===== src/sv/u8u16_pkg.sv =====
// Shared types and constants for the UTF-8 to UTF-16 transcoder.
// Byte classes, the job record passed from the front to the back, and the class lookup.
// No dependencies.
`timescale 1ns / 1ps

package u8u16_pkg;

    typedef enum logic [2:0] {
        CLS_CONT    = 3'd0,
        CLS_ASCII   = 3'd1,
        CLS_LEAD2   = 3'd2,
        CLS_LEAD3   = 3'd3,
        CLS_LEAD4   = 3'd4,
        CLS_INVALID = 3'd5
    } t_cls;

    localparam logic [15:0] QMARK       = 16'h003F;
    localparam logic [20:0] POINT_MAX   = 21'h10FFFF;
    localparam logic [20:0] POINT_PLANE = 21'h010000;
    localparam logic [15:0] HI_SURR     = 16'hD800;
    localparam logic [15:0] LO_SURR     = 16'hDC00;

    // One decoded byte: a run of '?' for a broken sequence, then up to two tail units
    typedef struct packed {
        logic [1:0]  flush_cnt;
        logic [1:0]  tail_cnt;
        logic        tail_repl;
        logic [15:0] tail_hi;
        logic [15:0] tail_lo;
    } t_job;

    function automatic t_cls classify_lead(input logic [4:0] top5);
        t_cls cls;
        priority if (top5[4] == 1'b0) cls = CLS_ASCII;
        else if (top5[3] == 1'b0)     cls = CLS_CONT;
        else if (top5[2] == 1'b0)     cls = CLS_LEAD2;
        else if (top5[1] == 1'b0)     cls = CLS_LEAD3;
        else if (top5[0] == 1'b0)     cls = CLS_LEAD4;
        else                          cls = CLS_INVALID;
        return cls;
    endfunction

endpackage


===== src/sv/utf8_to_utf16_transcoder_top.sv =====
// UTF-8 to UTF-16 transcoder: one byte in, one UTF-16 unit out per cycle unless stalled.
// A byte's first unit passes through the job queue and then the output register. Reset
// clears the decoder, queue and output valid. Throughput: one byte per cycle while each
// byte yields at most one unit; the back end emits one unit per cycle, so a byte that
// yields k units holds the output while they go out and the job queue takes up the slack.
`timescale 1ns / 1ps

module utf8_to_utf16_transcoder_top #(
    parameter int QUEUE_DEPTH = 4
) (
    input  logic        i_clk,
    input  logic        i_rst_n,
    input  logic        i_valid,
    output logic        o_stall,
    input  logic [7:0]  i_text_byte,
    input  logic        i_final_byte,
    output logic        o_valid,
    input  logic        i_stall,
    output logic [15:0] o_code_unit,
    output logic        o_replaced,
    output logic        o_run_last
);
    import u8u16_pkg::*;

    logic w_push, w_pop, w_full, w_empty;
    t_job w_job, w_head;

    u8u16_front u_front (
        .i_clk        (i_clk),
        .i_rst_n      (i_rst_n),
        .i_valid      (i_valid),
        .o_stall      (o_stall),
        .i_text_byte  (i_text_byte),
        .i_final_byte (i_final_byte),
        .i_full       (w_full),
        .o_push       (w_push),
        .o_job        (w_job)
    );

    u8u16_queue #(
        .DEPTH (QUEUE_DEPTH)
    ) u_queue (
        .i_clk   (i_clk),
        .i_rst_n (i_rst_n),
        .i_push  (w_push),
        .i_job   (w_job),
        .i_pop   (w_pop),
        .o_full  (w_full),
        .o_empty (w_empty),
        .o_head  (w_head)
    );

    u8u16_back u_back (
        .i_clk       (i_clk),
        .i_rst_n     (i_rst_n),
        .i_head      (w_head),
        .i_empty     (w_empty),
        .o_pop       (w_pop),
        .o_valid     (o_valid),
        .i_stall     (i_stall),
        .o_code_unit (o_code_unit),
        .o_replaced  (o_replaced),
        .o_run_last  (o_run_last)
    );

    a_no_overflow: assert property (@(posedge i_clk) disable iff (!i_rst_n)
        !(w_push && w_full))
        else $error("job pushed into a full queue");

    a_no_underflow: assert property (@(posedge i_clk) disable iff (!i_rst_n)
        !(w_pop && w_empty))
        else $error("job popped from an empty queue");

    a_run_continues: assert property (@(posedge i_clk) disable iff (!i_rst_n)
        (o_valid && !i_stall && !o_run_last) |=> o_valid)
        else $error("unit run broken before its last unit");

endmodule


===== src/sv/u8u16_front.sv =====
// Front end: accepts bytes, tracks the pending sequence and builds one job per byte.
// Depends on u8u16_pkg for the byte classes and the job record.
`timescale 1ns / 1ps

module u8u16_front (
    input  logic                 i_clk,
    input  logic                 i_rst_n,
    input  logic                 i_valid,
    output logic                 o_stall,
    input  logic [7:0]           i_text_byte,
    input  logic                 i_final_byte,
    input  logic                 i_full,
    output logic                 o_push,
    output u8u16_pkg::t_job      o_job
);
    import u8u16_pkg::*;

    logic [20:0] r_pp, n_pp;
    logic [2:0]  r_seq_len, n_seq_len;
    logic [1:0]  r_bc, n_bc;

    t_cls        w_cls;
    logic [20:0] w_pp_ext;
    logic [1:0]  w_bc_inc;
    logic        w_done;
    logic [19:0] w_v;
    logic        w_accept;
    t_job        w_job;

    assign w_cls    = classify_lead(i_text_byte[7:3]);
    assign w_pp_ext = {r_pp[14:0], i_text_byte[5:0]};
    assign w_bc_inc = r_bc + 2'd1;
    assign w_done   = ({1'b0, w_bc_inc} + 3'd1) >= r_seq_len;
    assign w_v      = w_pp_ext[19:0] - POINT_PLANE[19:0];
    assign w_accept = i_valid && !i_full;

    always_comb begin
        n_pp      = r_pp;
        n_seq_len = r_seq_len;
        n_bc      = r_bc;
        w_job     = '0;
        if (r_seq_len != 3'd0 && w_cls == CLS_CONT) begin
            n_pp = w_pp_ext;
            n_bc = w_bc_inc;
            if (w_done) begin
                priority if (w_pp_ext > POINT_MAX) begin
                    w_job.tail_cnt  = 2'd1;
                    w_job.tail_hi   = QMARK;
                    w_job.tail_repl = 1'b1;
                end else if (w_pp_ext < POINT_PLANE) begin
                    w_job.tail_cnt = 2'd1;
                    w_job.tail_hi  = w_pp_ext[15:0];
                end else begin
                    w_job.tail_cnt = 2'd2;
                    w_job.tail_hi  = HI_SURR + {6'd0, w_v[19:10]};
                    w_job.tail_lo  = LO_SURR + {6'd0, w_v[9:0]};
                end
                n_pp      = '0;
                n_seq_len = 3'd0;
                n_bc      = 2'd0;
            end else if (i_final_byte) begin
                // truncated: one '?' for the lead and one per continuation
                w_job.flush_cnt = w_bc_inc + 2'd1;
                n_pp      = '0;
                n_seq_len = 3'd0;
                n_bc      = 2'd0;
            end
        end else begin
            if (r_seq_len != 3'd0) begin
                w_job.flush_cnt = r_bc + 2'd1;
                n_pp      = '0;
                n_seq_len = 3'd0;
                n_bc      = 2'd0;
            end
            unique case (w_cls)
                CLS_ASCII: begin
                    w_job.tail_cnt = 2'd1;
                    w_job.tail_hi  = {8'd0, i_text_byte};
                end
                CLS_LEAD2, CLS_LEAD3, CLS_LEAD4: begin
                    if (i_final_byte) begin
                        w_job.tail_cnt  = 2'd1;
                        w_job.tail_hi   = QMARK;
                        w_job.tail_repl = 1'b1;
                    end else begin
                        n_seq_len = w_cls;
                        n_bc      = 2'd0;
                        unique case (w_cls)
                            CLS_LEAD2: n_pp = {16'd0, i_text_byte[4:0]};
                            CLS_LEAD3: n_pp = {17'd0, i_text_byte[3:0]};
                            default:   n_pp = {18'd0, i_text_byte[2:0]};
                        endcase
                    end
                end
                default: begin
                    w_job.tail_cnt  = 2'd1;
                    w_job.tail_hi   = QMARK;
                    w_job.tail_repl = 1'b1;
                end
            endcase
        end
    end

    always_ff @(posedge i_clk) begin
        if (!i_rst_n) begin
            r_pp      <= '0;
            r_seq_len <= 3'd0;
            r_bc      <= 2'd0;
        end else if (w_accept) begin
            r_pp      <= n_pp;
            r_seq_len <= n_seq_len;
            r_bc      <= n_bc;
        end
    end

    assign o_stall = i_full;
    // drop jobs that only extend a sequence
    assign o_push  = w_accept && (w_job.flush_cnt != 2'd0 || w_job.tail_cnt != 2'd0);
    assign o_job   = w_job;

endmodule


===== src/sv/u8u16_queue.sv =====
// Short job queue between the front and the back end.
// Depends on u8u16_pkg for the job record.
`timescale 1ns / 1ps

module u8u16_queue #(
    parameter int DEPTH = 4
) (
    input  logic                 i_clk,
    input  logic                 i_rst_n,
    input  logic                 i_push,
    input  u8u16_pkg::t_job      i_job,
    input  logic                 i_pop,
    output logic                 o_full,
    output logic                 o_empty,
    output u8u16_pkg::t_job      o_head
);
    import u8u16_pkg::*;

    localparam int AW = (DEPTH > 1) ? $clog2(DEPTH) : 1;
    localparam int CW = $clog2(DEPTH + 1);

    t_job          r_mem [DEPTH];
    logic [AW-1:0] r_wr, r_rd;
    logic [CW-1:0] r_count;

    function automatic logic [AW-1:0] wrap_inc(input logic [AW-1:0] p);
        return (p == AW'(DEPTH - 1)) ? '0 : p + AW'(1);
    endfunction

    always_ff @(posedge i_clk) begin
        if (i_push)
            r_mem[r_wr] <= i_job;
    end

    always_ff @(posedge i_clk) begin
        if (!i_rst_n) begin
            r_wr    <= '0;
            r_rd    <= '0;
            r_count <= '0;
        end else begin
            if (i_push)
                r_wr <= wrap_inc(r_wr);
            if (i_pop)
                r_rd <= wrap_inc(r_rd);
            priority if (i_push && !i_pop)
                r_count <= r_count + CW'(1);
            else if (i_pop && !i_push)
                r_count <= r_count - CW'(1);
        end
    end

    assign o_full  = (r_count == CW'(DEPTH));
    assign o_empty = (r_count == '0);
    assign o_head  = r_mem[r_rd];

endmodule


===== src/sv/u8u16_back.sv =====
// Back end: expands the head job into UTF-16 units, one per cycle while not stalled.
// Output is registered. Depends on u8u16_pkg for the job record and the replacement code.
`timescale 1ns / 1ps

module u8u16_back (
    input  logic                 i_clk,
    input  logic                 i_rst_n,
    input  u8u16_pkg::t_job      i_head,
    input  logic                 i_empty,
    output logic                 o_pop,
    output logic                 o_valid,
    input  logic                 i_stall,
    output logic [15:0]          o_code_unit,
    output logic                 o_replaced,
    output logic                 o_run_last
);
    import u8u16_pkg::*;

    logic [1:0]  r_pos;
    logic        r_valid;
    logic [15:0] r_unit;
    logic        r_repl;
    logic        r_last;

    logic [2:0]  w_total;
    logic        w_last;
    logic        w_load;
    logic [15:0] w_unit;
    logic        w_repl;

    assign w_total = {1'b0, i_head.flush_cnt} + {1'b0, i_head.tail_cnt};
    assign w_last  = ({1'b0, r_pos} + 3'd1) == w_total;
    assign w_load  = !i_empty && (!r_valid || !i_stall);
    assign o_pop   = w_load && w_last;

    always_comb begin
        priority if (r_pos < i_head.flush_cnt) begin
            w_unit = QMARK;
            w_repl = 1'b1;
        end else if (r_pos == i_head.flush_cnt) begin
            w_unit = i_head.tail_hi;
            w_repl = i_head.tail_repl;
        end else begin
            w_unit = i_head.tail_lo;
            w_repl = 1'b0;
        end
    end

    always_ff @(posedge i_clk) begin
        if (!i_rst_n) begin
            r_pos   <= 2'd0;
            r_valid <= 1'b0;
        end else begin
            if (w_load) begin
                r_valid <= 1'b1;
                r_pos   <= w_last ? 2'd0 : r_pos + 2'd1;
            end else if (!i_stall) begin
                r_valid <= 1'b0;
            end
        end
    end

    always_ff @(posedge i_clk) begin
        if (w_load) begin
            r_unit <= w_unit;
            r_repl <= w_repl;
            r_last <= w_last;
        end
    end

    assign o_valid     = r_valid;
    assign o_code_unit = r_unit;
    assign o_replaced  = r_repl;
    assign o_run_last  = r_last;

endmodule

===== config.mk =====
export PLATFORM = sky130hd
export DESIGN_NAME = utf8_to_utf16_transcoder_top
export DESIGN_NICKNAME = d
export VERILOG_FILES = /design/src/sv/u8u16_pkg.sv /design/src/sv/utf8_to_utf16_transcoder_top.sv /design/src/sv/u8u16_front.sv /design/src/sv/u8u16_queue.sv /design/src/sv/u8u16_back.sv
export SDC_FILE = /design/constraint.sdc
export NUM_CORES = 1
export LEC_CHECK = 0
export ABC_CLOCK_PERIOD_IN_PS = 6150
export BUFFER_PORTS_ARGS = -buffer_cell sky130_fd_sc_hd__buf_2
export CORE_ASPECT_RATIO = 1.5
export CORE_MARGIN = 4
export CORE_UTILIZATION = 50
export CTS_CLUSTER_SIZE = 16
export DETAILED_ROUTE_END_ITERATION = 8
export PLACE_DENSITY = 0.63
export RECOVER_POWER = 25
export REMOVE_ABC_BUFFERS = 1
export SLEW_MARGIN = 20
export SYNTH_ARGS = -nofsm -noshare
export SYNTH_HDL_FRONTEND = slang
export SYNTH_SLANG_ARGS = --single-unit

===== constraint.sdc =====
create_clock -name i_clk -period 6.15 [get_ports i_clk]
set_input_delay 1.23 -clock i_clk [delete_from_list [all_inputs] [get_ports i_clk]]
set_output_delay 1.23 -clock i_clk [all_outputs]
set_load 0.05 [all_outputs]

==> Word-level counts from Yosys, hierarchy flattened <==
Memories as Yosys holds them, arrays and structs flattened. A register that Yosys moved wholly into a read port is not among the register bits.
Cells that the tools add are included.
{ "op_classes": {"add_sub_neg": 13, "n_mul": 0, "div": 0, "magnitude_cmp": 4, "n_eq_ne": 11, "n_shift": 0, "mux": 54, "bitwise_logic": 0, "reduce_logical": 23} }
{ "ops": {"columns": ["op", "count"], "rows": [
  ["two-way mux 21 bit", 7],
  ["two-way mux 16 bit", 6],
  ["two-way mux 3 bit", 12],
  ["two-way mux 35 bit", 1],
  ["adder 15 x 11 -> 16 bit, first input constant", 2],
  ["two-way mux 2 bit", 16],
  ["case mux 16 bit (2 select lines)", 1],
  ["> comparator 21 bit, second input constant", 1],
  ["< comparator 21 x 17 -> 1 bit, second input constant", 1],
  ["subtractor 20 x 17 -> 20 bit, second input constant", 1],
  ["two-way mux 18 bit", 1],
  ["adder 2 x 1 -> 2 bit, second input constant", 5],
  ["case mux 5 bit (2 select lines)", 1],
  ["two-way mux 1 bit", 8],
  ["logical AND 1 bit", 7],
  ["adder 2 x 1 -> 3 bit, second input constant", 2],
  ["equality test 3 x 2 -> 1 bit, second input constant", 2],
  ["equality test 3 bit, second input constant", 2],
  ["logical NOT 1 bit", 6],
  ["logical NOT 3 bit", 2],
  ["nonzero test 2 bit", 3],
  ["equality test 2 bit, second input constant", 2],
  ["adder 2 x 2 -> 3 bit", 1],
  ["adder 3 x 1 -> 3 bit, second input constant", 1],
  ["13 further kinds", 14]
]} }
{ "totals": {"regBits": 54, "latchBits": 0, "ramBits": 148, "romBits": 0, "wordCells": 117, "memories": 1} }
{ "memory_table": {"columns": ["name", "depth", "word_bits", "rd", "rd_ports_with_merged_regs", "wr", "line_no", "source"], "rows": [
  ["u_queue.r_mem", 4, 37, 1, 1, 1, "u8u16_queue.sv:22", "t_job r_mem [DEPTH];"]
]} }

==> Logic depth before layout (Yosys ltp) <==
{ "logic_depth": {"ltp_word": 16, "ltp_mapped": 15, "ltp_nobuf": 15} }

==> Cells and area by module <==
From an unflattened synthesis, not the netlist that was laid out.
{ "hier_totals": {"cells_unflattened": 523, "area_unflattened_um2": 8413.1} }
{ "modules_own_cells": {"columns": ["module", "n_inst", "cells_each", "area_per_inst_um2", "seq_area_each_um2"], "rows": [
  ["u8u16_queue", 1, 237, 5853.1, 4624.4],
  ["u8u16_front", 1, 184, 1520.2, 400.4],
  ["u8u16_back", 1, 102, 1039.7, 600.6]
]} }

==> Worst setup path before layout <==
No wires, ideal clock.
{ "synth_path": {"kind": "register -> register", "start": "reg with a tool-made name", "end": "reg u_queue.r_count[2]", "setup_ns": 0.076, "arrival_time_ns": 3.587, "path_slack_ns": 2.487, "path_stages_with_launch": 15, "path_buffers": 1, "path_cell_list": "dfxtp_1 -> buf_2 -> mux4_2 -> ha_1 -> fa_1 -> xor2_1 -> nor3_1 -> and2_1 -> inv_1 -> ha_1 -> inv_1 -> fa_1 -> xor2_1 -> or3_1 -> a21boi_0"} }
{ "synth_rtl": {"columns": ["item", "line_no", "source"], "rows": [
  ["end signal, assigned", "u8u16_queue.sv:46", "r_count <= r_count + CW'(1);"],
  ["end signal, assigned", "u8u16_queue.sv:48", "r_count <= r_count - CW'(1);"],
  ["end, declared", "u8u16_queue.sv:24", "logic [CW-1:0] r_count;"]
]} }

==> results.ini <==
[status]
status = complete, but fails checks
violations = max-capacitance violations, max-slew violations

[worst_setup_path]
path_max_fanout = 25
worst_setup_path_end_kind = flip-flop
path_class = reg -> reg
cp-start-kind = flip-flop
required_ps = 6480
arrival_ps = 4530

[clock_tree]
cts_tree = built
cts_max_level = 4
cts_resized = 0
clk_pin_slew_ps = 60
cts_setup_buffers = 0
cts_buffers = 17
cts-root-buf = clkbuf_16
clk_path_buf_depth = 2
clock-sinks = 174
insertion_delay_ps = 410
ctsHoldBuffers = 0

[sta]
hold_viol_final = 0
slew_violations = 18
max_freq_ghz = 0.238
tightest_slew_ps = 2070
grt_setup_unrepaired = no
skew_ps = 10.2
finalSetupViolCount = 0
min_period_over_period_pct = 68.3
final.setup.tns_ps = 0
timing.slew.headroom_pct = -39.5
fin_crit_ps = 4200

[placed_design]
port-buffer-count = 32
dp.cells = 716
gp_congestion = 0.893
hpwl_mm = 9.66

[yosys]
synth.area.top_cells = edfxtp_1 (57%), mux4_2 (9.3%), dfxtp_1 (8.6%), ha_1 (2.5%), nand2_1 (2.5%)
synth_fa_ha_area_share_pct = 3.04
synth_xor_area_share_pct = 0.819
avgSynthCellArea_um2 = 14.9
synth.most_common_cell = edfxtp_1
synth_edf_count = 142
synthCells = 501
ys.flop_type = edfxtp_1
synth_top_area_share_pct = 57.0
ys_types = 56
muxShareOfSynthArea_pct = 10.4
synth-simple-area-share_pct = 11.1
synth_top_area_cell = edfxtp_1
yosys_warnings = 0
async_flop_share_pct = 0
ys_ff_latch = 174
synth.top_cells.by_count = edfxtp_1 (142), nand2_1 (49), dfxtp_1 (32)
synth-compound-area-share_pct = 7.04
synth_top_family_by_area = simple AND/OR/NAND/NOR gates
synth_area_um2 = 7490
seq_area_frac_synth_pct = 65.5

[drt]
wl_per_cell_um = 19.5
detail-route-antenna-nets = 0
vias = 4259
drtIter0Drc = 327
viasPerCell = 5.70
drt-total-wl_mm = 14.6
drc_errors = 0
drt_first_pass_iters = 4

[final_layout]
area_growth_pct = 12.1
layout.nets = 569
multiInputGateArea_um2 = 2420
n_antenna_cell = 0
seq_area_um2 = 4910
final_util_pct = 57.5
drive_gt1_share_pct = 16.0
nFillCells = 1186
finalNonFillerCells = 747

[floorplan]
io_pins = 33
core_area_um2 = 14600
rows = 54
die_area_um2 = 17000
start_util_pct = 51.3
fp.dieW_um = 108
fp.dieH_um = 158

[power_and_ir_drop]
p_int_uw = 2390
pwr-share-clk_pct = 29.5
power.density_nw_per_um2 = 426
swShare_pct = 33.2
max-vdd-ir-drop_uv = 244
seq_power_share_pct = 43.6
total_power_uw = 3570
p_leak_uw = 0.00278
power.switching_uw = 1190
combPwrFrac_pct = 26.9

[global_route]
grt_max_degree = 33
grt_pass1_wl_mm = 23.8
grt-ovfl-total = 0
grt_pass1_vias = 4432
gr-usage-all-layers_pct = 18.5
grt_antenna_before_repair = 0

[run]
cap_violations = 1

[worst_hold_path]
hold_class = reg -> reg

==> final timing paths <==
check / startpoint / end / slack [ps] / cells past startpoint
worst min register to register: u_back.o_valid / u_back.o_valid / 480 / 2
worst min-delay path: u_back.o_valid / u_back.o_valid / 480 / 2
worst max register to register: flip-flop / u_queue.r_count[2] / 1950 / 14
worst max-delay path: flip-flop / u_queue.r_count[2] / 1950 / 14
==> placed cells by master (no fill, tap or decap), types with 5 or more instances in the layout <==
master	instances
a21oi_1	18
a221o_1	7
a22oi_1	11
and2_1	22
buf_2	10
buf_4	6
clkbuf_1	22
clkbuf_16	17
clkinvlp_4	5
dfxtp_1	31
edfxtp_1	142
ha_1	15
inv_1	16
inv_6	6
mux2i_1	7
mux4_2	31
nand2_1	50
nand3_1	13
nor2_1	12
nor2b_1	21
nor3_1	8
o21a_1	5
o21ai_0	5
o2bb2ai_1	5
==> cell type report <==
| class | instances | area share (%) |
|---|---|---|
| clock inverters | 14 | 1.85 |
| multi-input cells | 291 | 28.8 |
| clock buffers | 17 | 5.07 |
| inverters | 17 | 0.760 |
| well taps | 196 | 2.92 |
| flip-flops and latches | 174 | 58.4 |
| repair buffers | 38 | 2.12 |
==> state kept, by name, summed over array words and instances (netlist names), named ones only <==
register and count:
u_back.o_replaced 1, u_back.o_code_unit 16, u_back.o_valid 1, u_queue.r_count 3
u_queue.r_mem 124, u_queue.r_rd 2, u_back.r_pos 2, u_back.o_run_last 1
u_front.r_seq_len 3, u_front.r_bc 2, u_queue.r_wr 2, u_front.r_pp 15
==> metal layers <==
metal | global-route usage [%] | share of wire [%]
met4 | 5.23 | 0.86
met5 | 0 | 0
met3 | 3.79 | 3.6
met1 | 23.5 | 43
met2 | 32.4 | 53
==> kinds of logic after synthesis <==
kind of cell,after synthesis
flip-flops,174
adder cells (fa/ha/maj),17
multiplexers,39
buffers and inverters,36
AND/OR/NAND/NOR,156
XOR/XNOR,7
AO/OA/AOI/OAI,72
==> stage by stage <==
step / setup slack, ps / hold slack [ps] / cell area, um2
finish: 1950 / 484 / 8390
floorplan: 1610 / 471 / 7400
global route: 1550 / 525 / 8390
global placement: 1960 / 460 / 7850
CTS: 1880 / 480 / 8430
detailed placement: 1930 / 471 / 7850
==> worst max-delay path, stage by stage, from the launching register on <==
cell,delay (ps)
dfxtp_2,460
buf_4,480
mux4_2,590
ha_1,230
fa_1,500
xor2_1,140
nor3_1,100
and2_1,220
inv_1,80
ha_1,180
inv_1,70
fa_1,430
xor2_1,160
or3_1,300
a21boi_0,180
==> power groups by stage <==
stage	logic, uW	registers [uW]	clock network (uW)
finish	963	1560	1050
global route	1060	1570	1140
CTS	1010	1560	1070
detailed placement	1010	1580	0
global placement	993	1580	0
floorplan	493	1820	0
No activity file was read; power rests on OpenSTA's default activity.
